--- src/hdl/asc_pkg.sv ---
package asc_pkg;

  localparam int unsigned CpuClkW = 30;
  localparam int unsigned RateW   = 18;
  localparam int unsigned AccW    = 35;
  localparam int unsigned DivCntW = 6;

  localparam logic [1:0] FUNC_READ  = 2'd0;
  localparam logic [1:0] FUNC_WRITE = 2'd1;
  localparam logic [1:0] FUNC_TICK  = 2'd2;

  localparam logic [3:0] OFS_CONTROL = 4'h0;
  localparam logic [3:0] OFS_VOLUME  = 4'h4;
  localparam logic [3:0] OFS_COUNTER = 4'h8;
  localparam logic [3:0] OFS_TARGET  = 4'hC;

  localparam int unsigned CTL_PLAY     = 0;
  localparam int unsigned CTL_FAST     = 1;
  localparam int unsigned CTL_MASK     = 2;
  localparam int unsigned CTL_STATUS   = 3;
  localparam int unsigned CTL_DISABLE  = 4;
  localparam int unsigned CTL_CNTRESET = 5;
  localparam int unsigned CTL_DMASLOW  = 6;

  localparam logic [1:0] CFG_CPU_CLOCK = 2'd0;
  localparam logic [1:0] CFG_RATE_FAST = 2'd1;
  localparam logic [1:0] CFG_RATE_SLOW = 2'd2;

  typedef struct packed {
    logic reg_write;
    logic mul_start;
    logic div_start;
    logic tick_commit;
    logic out_load;
  } asc_cmd_t;

  typedef struct packed {
    logic mul_done;
    logic div_done;
  } asc_status_t;

endpackage

--- src/hdl/audio_sample_counter_regs_core.sv ---
// Audio register block with sample counter. Each transaction returns one
// result. Reads, writes and ticks while stopped pass through a write step;
// a tick while playing runs a multiply and then the bit-serial restoring
// divider that resolves one quotient bit of the 35-bit accumulator per cycle.
module audio_sample_counter_regs_core (
  input  logic        clk,
  input  logic        rst_n,
  input  logic        cfg_we,
  input  logic [1:0]  cfg_index,
  input  logic [29:0] cfg_wdata,
  input  logic        in_valid,
  output logic        in_ready,
  input  logic [1:0]  in_func,
  input  logic [3:0]  in_address,
  input  logic        in_size_is_word,
  input  logic [31:0] in_write_data,
  input  logic [15:0] in_tick_cycles,
  output logic        out_valid,
  input  logic        out_ready,
  output logic [31:0] out_read_data,
  output logic        out_irq_line
);

  asc_pkg::asc_cmd_t    cmd;
  asc_pkg::asc_status_t stat;
  logic                 playing;

  asc_ctrl u_ctrl (
    .clk, .rst_n, .in_valid, .in_ready, .in_func, .playing,
    .out_valid, .out_ready, .cmd, .stat
  );

  asc_datapath u_dp (
    .clk, .rst_n, .cfg_we, .cfg_index, .cfg_wdata,
    .in_fire(in_valid && in_ready), .in_func, .in_address, .in_size_is_word,
    .in_write_data, .in_tick_cycles, .cmd, .stat, .playing,
    .out_read_data, .out_irq_line
  );

endmodule

--- src/hdl/asc_ctrl.sv ---
module asc_ctrl (
  input  logic               clk,
  input  logic               rst_n,
  input  logic               in_valid,
  output logic               in_ready,
  input  logic [1:0]         in_func,
  input  logic               playing,
  output logic               out_valid,
  input  logic               out_ready,
  output asc_pkg::asc_cmd_t  cmd,
  input  asc_pkg::asc_status_t stat
);

  typedef enum logic [2:0] {
    S_IDLE, S_WRITE, S_MUL, S_DIV, S_COMMIT, S_OUT
  } state_t;

  state_t state_r, state_nxt;
  logic   out_valid_r, out_valid_nxt;
  logic   accept;
  logic   out_free;

  assign out_free  = !out_valid_r || out_ready;
  assign in_ready  = (state_r == S_IDLE);
  assign accept    = in_valid && in_ready;
  assign out_valid = out_valid_r;

  always_comb begin
    state_nxt     = state_r;
    out_valid_nxt = out_valid_r && !out_ready;
    cmd           = '0;
    unique case (state_r)
      S_IDLE: begin
        if (accept) begin
          if (in_func == asc_pkg::FUNC_TICK && playing) begin
            cmd.mul_start = 1'b1;
            state_nxt     = S_MUL;
          end else begin
            state_nxt     = S_WRITE;
          end
        end
      end
      S_WRITE: begin
        cmd.reg_write = 1'b1;
        state_nxt     = S_OUT;
      end
      S_MUL: begin
        if (stat.mul_done) begin
          cmd.div_start = 1'b1;
          state_nxt     = S_DIV;
        end
      end
      S_DIV: begin
        if (stat.div_done) state_nxt = S_COMMIT;
      end
      S_COMMIT: begin
        cmd.tick_commit = 1'b1;
        state_nxt       = S_OUT;
      end
      S_OUT: begin
        if (out_free) begin
          cmd.out_load  = 1'b1;
          out_valid_nxt = 1'b1;
          state_nxt     = S_IDLE;
        end
      end
      default: state_nxt = S_IDLE;
    endcase
  end

  always_ff @(posedge clk) begin
    if (!rst_n) begin
      state_r     <= S_IDLE;
      out_valid_r <= 1'b0;
    end else begin
      state_r     <= state_nxt;
      out_valid_r <= out_valid_nxt;
    end
  end

endmodule

--- src/hdl/asc_datapath.sv ---
module asc_datapath (
  input  logic                clk,
  input  logic                rst_n,
  input  logic                cfg_we,
  input  logic [1:0]          cfg_index,
  input  logic [29:0]         cfg_wdata,
  input  logic                in_fire,
  input  logic [1:0]          in_func,
  input  logic [3:0]          in_address,
  input  logic                in_size_is_word,
  input  logic [31:0]         in_write_data,
  input  logic [15:0]         in_tick_cycles,
  input  asc_pkg::asc_cmd_t   cmd,
  output asc_pkg::asc_status_t stat,
  output logic                playing,
  output logic [31:0]         out_read_data,
  output logic                out_irq_line
);

  logic [29:0] cpu_clk_r;
  logic [17:0] rate_fast_r, rate_slow_r;
  logic        play_r, fast_r, mask_r, status_r, disable_r, dmaslow_r;
  logic [15:0] volume_r;
  logic [31:0] count_r, target_r;
  logic [29:0] rem_r;

  logic [1:0]  func_r;
  logic [3:0]  addr_r;
  logic        word_r;
  logic [31:0] wdata_r;

  logic [33:0] prod_r;
  logic        mul_done_r;
  logic [34:0] quo_r;
  logic [30:0] pr_r;
  logic [34:0] dividend_r;
  logic [29:0] divisor_r;
  logic [5:0]  dcnt_r;
  logic        div_busy_r;
  logic        div_done_r;

  logic [31:0] read_mux;
  logic [31:0] rdata_r;
  logic        irq_r;
  logic [30:0] pr_shift;
  logic [30:0] pr_sub;
  logic [31:0] new_count;
  logic        passed;
  logic [17:0] rate_sel;

  assign playing       = play_r;
  assign stat.mul_done = mul_done_r;
  assign stat.div_done = div_done_r;
  assign out_read_data = rdata_r;
  assign out_irq_line  = irq_r;
  assign rate_sel      = fast_r ? rate_fast_r : rate_slow_r;

  always_ff @(posedge clk) begin
    if (!rst_n) begin
      cpu_clk_r   <= 30'd729000000;
      rate_fast_r <= 18'd48000;
      rate_slow_r <= 18'd32000;
    end else if (cfg_we) begin
      unique case (cfg_index)
        asc_pkg::CFG_CPU_CLOCK: cpu_clk_r   <= cfg_wdata;
        asc_pkg::CFG_RATE_FAST: rate_fast_r <= cfg_wdata[17:0];
        asc_pkg::CFG_RATE_SLOW: rate_slow_r <= cfg_wdata[17:0];
        default: ;
      endcase
    end
  end

  always_ff @(posedge clk) begin
    if (in_fire) begin
      func_r   <= in_func;
      addr_r   <= in_address;
      word_r   <= in_size_is_word;
      wdata_r  <= in_write_data;
    end
  end

  always_comb begin
    read_mux = '0;
    unique case (addr_r)
      asc_pkg::OFS_CONTROL: begin
        read_mux[asc_pkg::CTL_PLAY]    = play_r;
        read_mux[asc_pkg::CTL_FAST]    = fast_r;
        read_mux[asc_pkg::CTL_MASK]    = mask_r;
        read_mux[asc_pkg::CTL_STATUS]  = status_r;
        read_mux[asc_pkg::CTL_DISABLE] = disable_r;
        read_mux[asc_pkg::CTL_DMASLOW] = dmaslow_r;
      end
      asc_pkg::OFS_VOLUME:  read_mux = {16'd0, volume_r};
      asc_pkg::OFS_COUNTER: read_mux = count_r;
      asc_pkg::OFS_TARGET:  read_mux = target_r;
      default:              read_mux = '0;
    endcase
  end

  // Restoring divider step: shift in the next dividend bit
  assign pr_shift = {pr_r[29:0], dividend_r[34]};
  assign pr_sub   = pr_shift - {1'b0, divisor_r};

  always_ff @(posedge clk) begin
    if (!rst_n) begin
      mul_done_r <= 1'b0;
      div_busy_r <= 1'b0;
      div_done_r <= 1'b0;
    end else begin
      mul_done_r <= cmd.mul_start;
      div_done_r <= 1'b0;
      if (cmd.div_start) begin
        div_busy_r <= 1'b1;
      end else if (div_busy_r && dcnt_r == 6'd0) begin
        div_busy_r <= 1'b0;
        div_done_r <= 1'b1;
      end
    end
  end

  always_ff @(posedge clk) begin
    if (cmd.mul_start) begin
      prod_r <= {18'd0, in_tick_cycles} * {16'd0, rate_sel};
    end
    if (cmd.div_start) begin
      dividend_r <= {1'b0, prod_r} + {5'd0, rem_r};
      divisor_r  <= (cpu_clk_r == '0) ? 30'd1 : cpu_clk_r;
      pr_r       <= '0;
      quo_r      <= '0;
      dcnt_r     <= 6'(asc_pkg::AccW - 1);
    end else if (div_busy_r) begin
      dividend_r <= {dividend_r[33:0], 1'b0};
      dcnt_r     <= dcnt_r - 6'd1;
      if (!pr_sub[30]) begin
        pr_r  <= pr_sub;
        quo_r <= {quo_r[33:0], 1'b1};
      end else begin
        pr_r  <= pr_shift;
        quo_r <= {quo_r[33:0], 1'b0};
      end
    end
  end

  assign new_count = count_r + quo_r[31:0];
  always_comb begin
    if (count_r <= new_count)
      passed = (target_r > count_r) && (target_r <= new_count);
    else
      passed = (target_r > count_r) || (target_r <= new_count);
  end

  always_ff @(posedge clk) begin
    if (!rst_n) begin
      play_r    <= 1'b0;
      fast_r    <= 1'b0;
      mask_r    <= 1'b0;
      status_r  <= 1'b0;
      disable_r <= 1'b0;
      dmaslow_r <= 1'b0;
      volume_r  <= '0;
      count_r   <= '0;
      target_r  <= '0;
      rem_r     <= '0;
    end else if (cmd.reg_write && func_r == asc_pkg::FUNC_WRITE && word_r) begin
      unique case (addr_r)
        asc_pkg::OFS_CONTROL: begin
          if (wdata_r[asc_pkg::CTL_STATUS]) status_r <= 1'b0;
          if (wdata_r[asc_pkg::CTL_CNTRESET] ||
              wdata_r[asc_pkg::CTL_FAST] != fast_r) rem_r <= '0;
          if (wdata_r[asc_pkg::CTL_CNTRESET]) count_r <= '0;
          play_r    <= wdata_r[asc_pkg::CTL_PLAY];
          fast_r    <= wdata_r[asc_pkg::CTL_FAST];
          mask_r    <= wdata_r[asc_pkg::CTL_MASK];
          disable_r <= wdata_r[asc_pkg::CTL_DISABLE];
          dmaslow_r <= wdata_r[asc_pkg::CTL_DMASLOW];
        end
        asc_pkg::OFS_VOLUME:  volume_r <= wdata_r[15:0];
        asc_pkg::OFS_COUNTER: begin
          count_r <= wdata_r;
          rem_r   <= '0;
        end
        asc_pkg::OFS_TARGET:  target_r <= wdata_r;
        default: ;
      endcase
    end else if (cmd.tick_commit) begin
      rem_r <= pr_r[29:0];
      if (quo_r[31:0] != '0) begin
        count_r <= new_count;
        if (!disable_r && passed) status_r <= 1'b1;
      end
    end
  end

  always_ff @(posedge clk) begin
    if (cmd.out_load) begin
      rdata_r <= (func_r == asc_pkg::FUNC_READ && word_r) ? read_mux : '0;
      irq_r   <= status_r && mask_r;
    end
  end

endmodule

--- config.mk ---
export PLATFORM = sky130hd
export DESIGN_NAME = audio_sample_counter_regs_core
export DESIGN_NICKNAME = d
export VERILOG_FILES = /design/src/hdl/asc_pkg.sv /design/src/hdl/audio_sample_counter_regs_core.sv /design/src/hdl/asc_ctrl.sv /design/src/hdl/asc_datapath.sv
export SDC_FILE = /design/constraint.sdc
export NUM_CORES = 2
export LEC_CHECK = 0
export BUFFER_PORTS_ARGS = -buffer_cell sky130_fd_sc_hd__buf_2
export CAP_MARGIN = 40
export CORE_MARGIN = 1.5
export CORE_UTILIZATION = 65
export CTS_BUF_LIST = sky130_fd_sc_hd__clkbuf_2 sky130_fd_sc_hd__clkbuf_4 sky130_fd_sc_hd__clkbuf_8
export DETAILED_ROUTE_END_ITERATION = 7
export HOLD_SLACK_MARGIN = 0.12
export PLACE_DENSITY = 0.92
export SLEW_MARGIN = 5
export SYNTH_ARGS = -nofsm -noshare
export SYNTH_HDL_FRONTEND = slang
export SYNTH_SLANG_ARGS = --single-unit
--- constraint.sdc ---
create_clock -name clk -period 10.36 [get_ports clk]
set_clock_uncertainty 0.1 [all_clocks]
set_input_delay 2.072 -clock clk [delete_from_list [all_inputs] [get_ports clk]]
set_output_delay 2.072 -clock clk [all_outputs]
set_load 0.05 [all_outputs]
==> impl_summary.md <==
Outcome
The flow ran to the end, but the final reports show violations. The checks that failed: design-rule violations.

Global route
The initial antenna violation count was 4. Global routing finished with a remaining overflow of 0. In the global route stage, overall resource usage came out at 33.4%. The first global-routing pass estimated 140 mm of wire. The maximum number of pins on one net before global-route repair is 101. The via count of the first global-routing pass is between 20000 and 30000.

Critical path
The worst setup path is launched from an input port. The worst setup path is of the input port to flop kind. Of all nets on the critical path, the largest fanout is 18.

STA puts the critical path data arrival time at just over 8000 ps. The category of the worst setup path capture point is a flop. The data required time of the critical path is 10640 ps.

Synth
The most used flip-flop cell after synthesis is sky130_fd_sc_hd__dfxtp_1. The total number of yosys warnings is 0. The share of synthesized flip-flops with an asynchronous set or reset is 0%. The count of flip-flops with a built-in enable after synthesis is 171.

The share of the Yosys chip area taken by registers is 31.2%. Summing every instance area after synthesis gives 0.0329 sq mm. The register bit count reported by yosys is 428. A synthesized cell averages ~9.2 sq um. The count of distinct cell types in the synthesized netlist is 91. The post-synthesis cell count is 3584.

The synthesized net count is 4195.

Floorplan
The vertical die dimension is ~230 microns. The boundary pin count is 127. The area of the die is 0.0520 sq mm. The floorplan step set the die width to 228 microns. In this run the core area contains about 80 standard-cell rows.

The total area inside the core boundary comes to 0.0501 sq mm. The starting utilization of the core area is 65.7%.

Route
For this block, the via count after detailed routing is 27267. The remaining routing DRC violations is 9. The average routed wire per standard cell is 20.0 microns.

The post-route antenna net violation count is 0. The average vias per placed instance is 6.26. The total wire length after detailed routing is 87.1 mm.

In this run, the number of DRC markers left after iteration 0 of detailed routing was ~3200. The first-pass detailed-route iteration total is 8.

Cells and area
At the end of the flow, the number of nets in the layout was around 4200. Relative to the synthesized area, the layout overhead comes to 7.75%. Cells with a size suffix above 1 make up 9.14% of the layout.

The final core utilization is a little over two thirds.

Clocking
In this run the deepest clock path goes through 3 buffers. The number of gates resized after CTS was 0. The number of post-CTS setup repair buffers is 0.

The number of H-tree branching levels is 3. TritonCTS created 70 clock buffers. The clock-pin slew on the worst setup and hold paths is 60 ps. The count of hold-fix buffers inserted at cts is 0.

TritonCTS built the clock tree. The number of clock sinks is 428. The latest clock arrival within the worst-skew pair is 670 ps. In this run the clock root is driven by a sky130_fd_sc_hd__clkbuf_8.

STA
The number of hold violations in the final report is 0. The max-slew violation count was 0. Derived from the worst setup path, the maximum achievable clock frequency is ~130 MHz. Setup repair after global routing left no endpoint under its margin. The post-route setup TNS is 0 ps. The total setup violations reported at the end of the flow is 0. The time the worst path needs with I/O delays and setup is 7910 ps.

The headroom to the max-slew limit is 34.3%. The period utilization is 76.4%. For the pin with the worst max-slew slack, the measured transition is around 980 ps.

Hold path
The worst hold path belongs to the class flop to flop.

Power and ir drop
Power comes to 6.73 mW. Dividing total power by cell area gives a power density of 190 mW/mm^2. In this run the static leakage power is 15.9 nW. Across the VDD grid, the largest voltage drop is 0.365 mV.

Place
Input and output buffers added on the ports amount to 126. The half-perimeter wire length of the detailed placement result is 62.8 mm. The congestion estimate from routability-driven global placement came to 0.938.

Job
The tool flagged a number of max-cap violations equal to 0.
[report_power, final]
part           switching, mW  internal, mW
clock                  0.729         0.846
combinational           1.84          1.28
sequential            0.0839          1.94
[Yosys cell counts, types with 64 or more instances]
cell                         n  area [sq um]
sky130_fd_sc_hd__ha_1      294          3680
sky130_fd_sc_hd__dfxtp_1   257          5140
sky130_fd_sc_hd__nor2_1    143           537
sky130_fd_sc_hd__nand3_1    87           435
sky130_fd_sc_hd__mux2i_1    64           641
sky130_fd_sc_hd__xnor2_1    67           587
sky130_fd_sc_hd__clkbuf_1  165           619
sky130_fd_sc_hd__edfxtp_1  171          5130
sky130_fd_sc_hd__a21boi_0  122           916
sky130_fd_sc_hd__a21o_1     64           480
sky130_fd_sc_hd__a21oi_1   160           801
sky130_fd_sc_hd__fa_1      225          4500
sky130_fd_sc_hd__and2_1    141           882
sky130_fd_sc_hd__o21ai_0   132           661
sky130_fd_sc_hd__inv_1     358          1340
sky130_fd_sc_hd__nand2_1   549          2060
[layout by cell type (no fill, tap or decap), types with 21 or more instances in the layout]
master                     count
sky130_fd_sc_hd__buf_4        23
sky130_fd_sc_hd__nor3_1       30
sky130_fd_sc_hd__nor2_1      142
sky130_fd_sc_hd__o21a_1       28
sky130_fd_sc_hd__nand2b_1     21
sky130_fd_sc_hd__inv_1       358
sky130_fd_sc_hd__nand4_1      33
sky130_fd_sc_hd__xor2_1       44
sky130_fd_sc_hd__and2_1      140
sky130_fd_sc_hd__dfxtp_1     256
sky130_fd_sc_hd__mux2i_1      64
sky130_fd_sc_hd__fa_1        225
sky130_fd_sc_hd__o211ai_1     31
sky130_fd_sc_hd__buf_2       125
sky130_fd_sc_hd__a21boi_0    122
sky130_fd_sc_hd__xnor2_1      67
sky130_fd_sc_hd__a21oi_1     160
sky130_fd_sc_hd__a31oi_1      21
sky130_fd_sc_hd__a21o_1       64
sky130_fd_sc_hd__nand3_1      85
sky130_fd_sc_hd__a22oi_1      28
sky130_fd_sc_hd__ha_1        294
sky130_fd_sc_hd__clkbuf_8     78
sky130_fd_sc_hd__nor2b_1      24
sky130_fd_sc_hd__and3_1       21
sky130_fd_sc_hd__nor4_1       22
sky130_fd_sc_hd__edfxtp_1    171
sky130_fd_sc_hd__o21ai_0     132
sky130_fd_sc_hd__nand2_1     549
[registers in the layout, indices dropped and copies added, names as in the netlist, 2 cells and up]
signal and flops:
u_dp.divisor_r 30, u_dp.addr_r 4, u_dp.rem_r 30, u_dp.target_r 32, u_dp.rate_fast_r 18, u_dp.cpu_clk_r 30
u_dp.dcnt_r 6, u_dp.func_r 2, u_dp.wdata_r 32, u_dp.dividend_r 35, u_dp.quo_r 32, u_dp.pr_r 30
u_dp.prod_r 34, u_ctrl.state_r 3, u_dp.count_r 32, u_dp.volume_r 16, u_dp.rate_slow_r 18, u_dp.out_read_data 32
[per-layer routing]
layer	wire length, microns	track usage (%)
met5	0	0
met4	3100	13.2
met3	9320	6.99
met2	39500	52.6
met1	35200	45.2
[cells by family after synthesis]
group / share of synthesized area, %
AO/OA/AOI/OAI: 15.8
XOR/XNOR: 3.09
adder cells (fa/ha/maj): 24.9
buffers and inverters: 6.33
flip-flops: 31.2
multiplexers: 2.60
AND/OR/NAND/NOR: 16.1
[per-stage QoR]
stage | setup slack, ps | hold slack, ps | instances | cell area, sq um
after global routing | 2230 | 376 | 4353 | 35500
after floorplan | 2250 | 335 | 3584 | 32900
after global placement | 2150 | 339 | 4214 | 33900
after CTS | 2580 | 358 | 4349 | 35400
after detailed placement | 1910 | 343 | 4221 | 34000
final | 2450 | 364 | 4353 | 35500
[critical path: stages]
cell                       delay (ps)
sky130_fd_sc_hd__buf_2            370
sky130_fd_sc_hd__nand2_1          150
sky130_fd_sc_hd__fa_1             560
sky130_fd_sc_hd__inv_1             70
sky130_fd_sc_hd__fa_1             500
sky130_fd_sc_hd__fa_1             580
sky130_fd_sc_hd__fa_1             450
sky130_fd_sc_hd__fa_1             540
sky130_fd_sc_hd__inv_1             50
sky130_fd_sc_hd__fa_1             520
sky130_fd_sc_hd__inv_1             40
sky130_fd_sc_hd__ha_1             350
sky130_fd_sc_hd__and3_1           220
sky130_fd_sc_hd__nand3_1          160
sky130_fd_sc_hd__or3b_2           480
sky130_fd_sc_hd__o211ai_1         310
sky130_fd_sc_hd__a31o_2           350
sky130_fd_sc_hd__a211o_1          170
sky130_fd_sc_hd__a21oi_1           80
sky130_fd_sc_hd__xnor2_1          150
[layout make-up]
cell class | count | area, sq um
multi-input cells | 2608 | 20600
fillers | 3472 | 14600
flip-flops and latches | 428 | 10300
inverters | 359 | 1350
clock buffers | 97 | 1220
repair buffers | 154 | 912
well taps | 672 | 841
clock inverters | 31 | 250
diodes | 4 | 10.0
[path summary, 6_finish.rpt]
check	cells after the start	start	slack, ps	endpoint
worst min register to register	0	u_dp.cpu_clk_r[7]	360	u_dp.divisor_r[7]
worst min-delay path	0	u_dp.cpu_clk_r[7]	360	u_dp.divisor_r[7]
worst max register to register	24	u_dp.fast_r	2870	u_dp.prod_r[30]
worst max-delay path	20	in_tick_cycles[7]	2450	u_dp.prod_r[30]
Note: power is estimated with default switching activity, not from simulation.
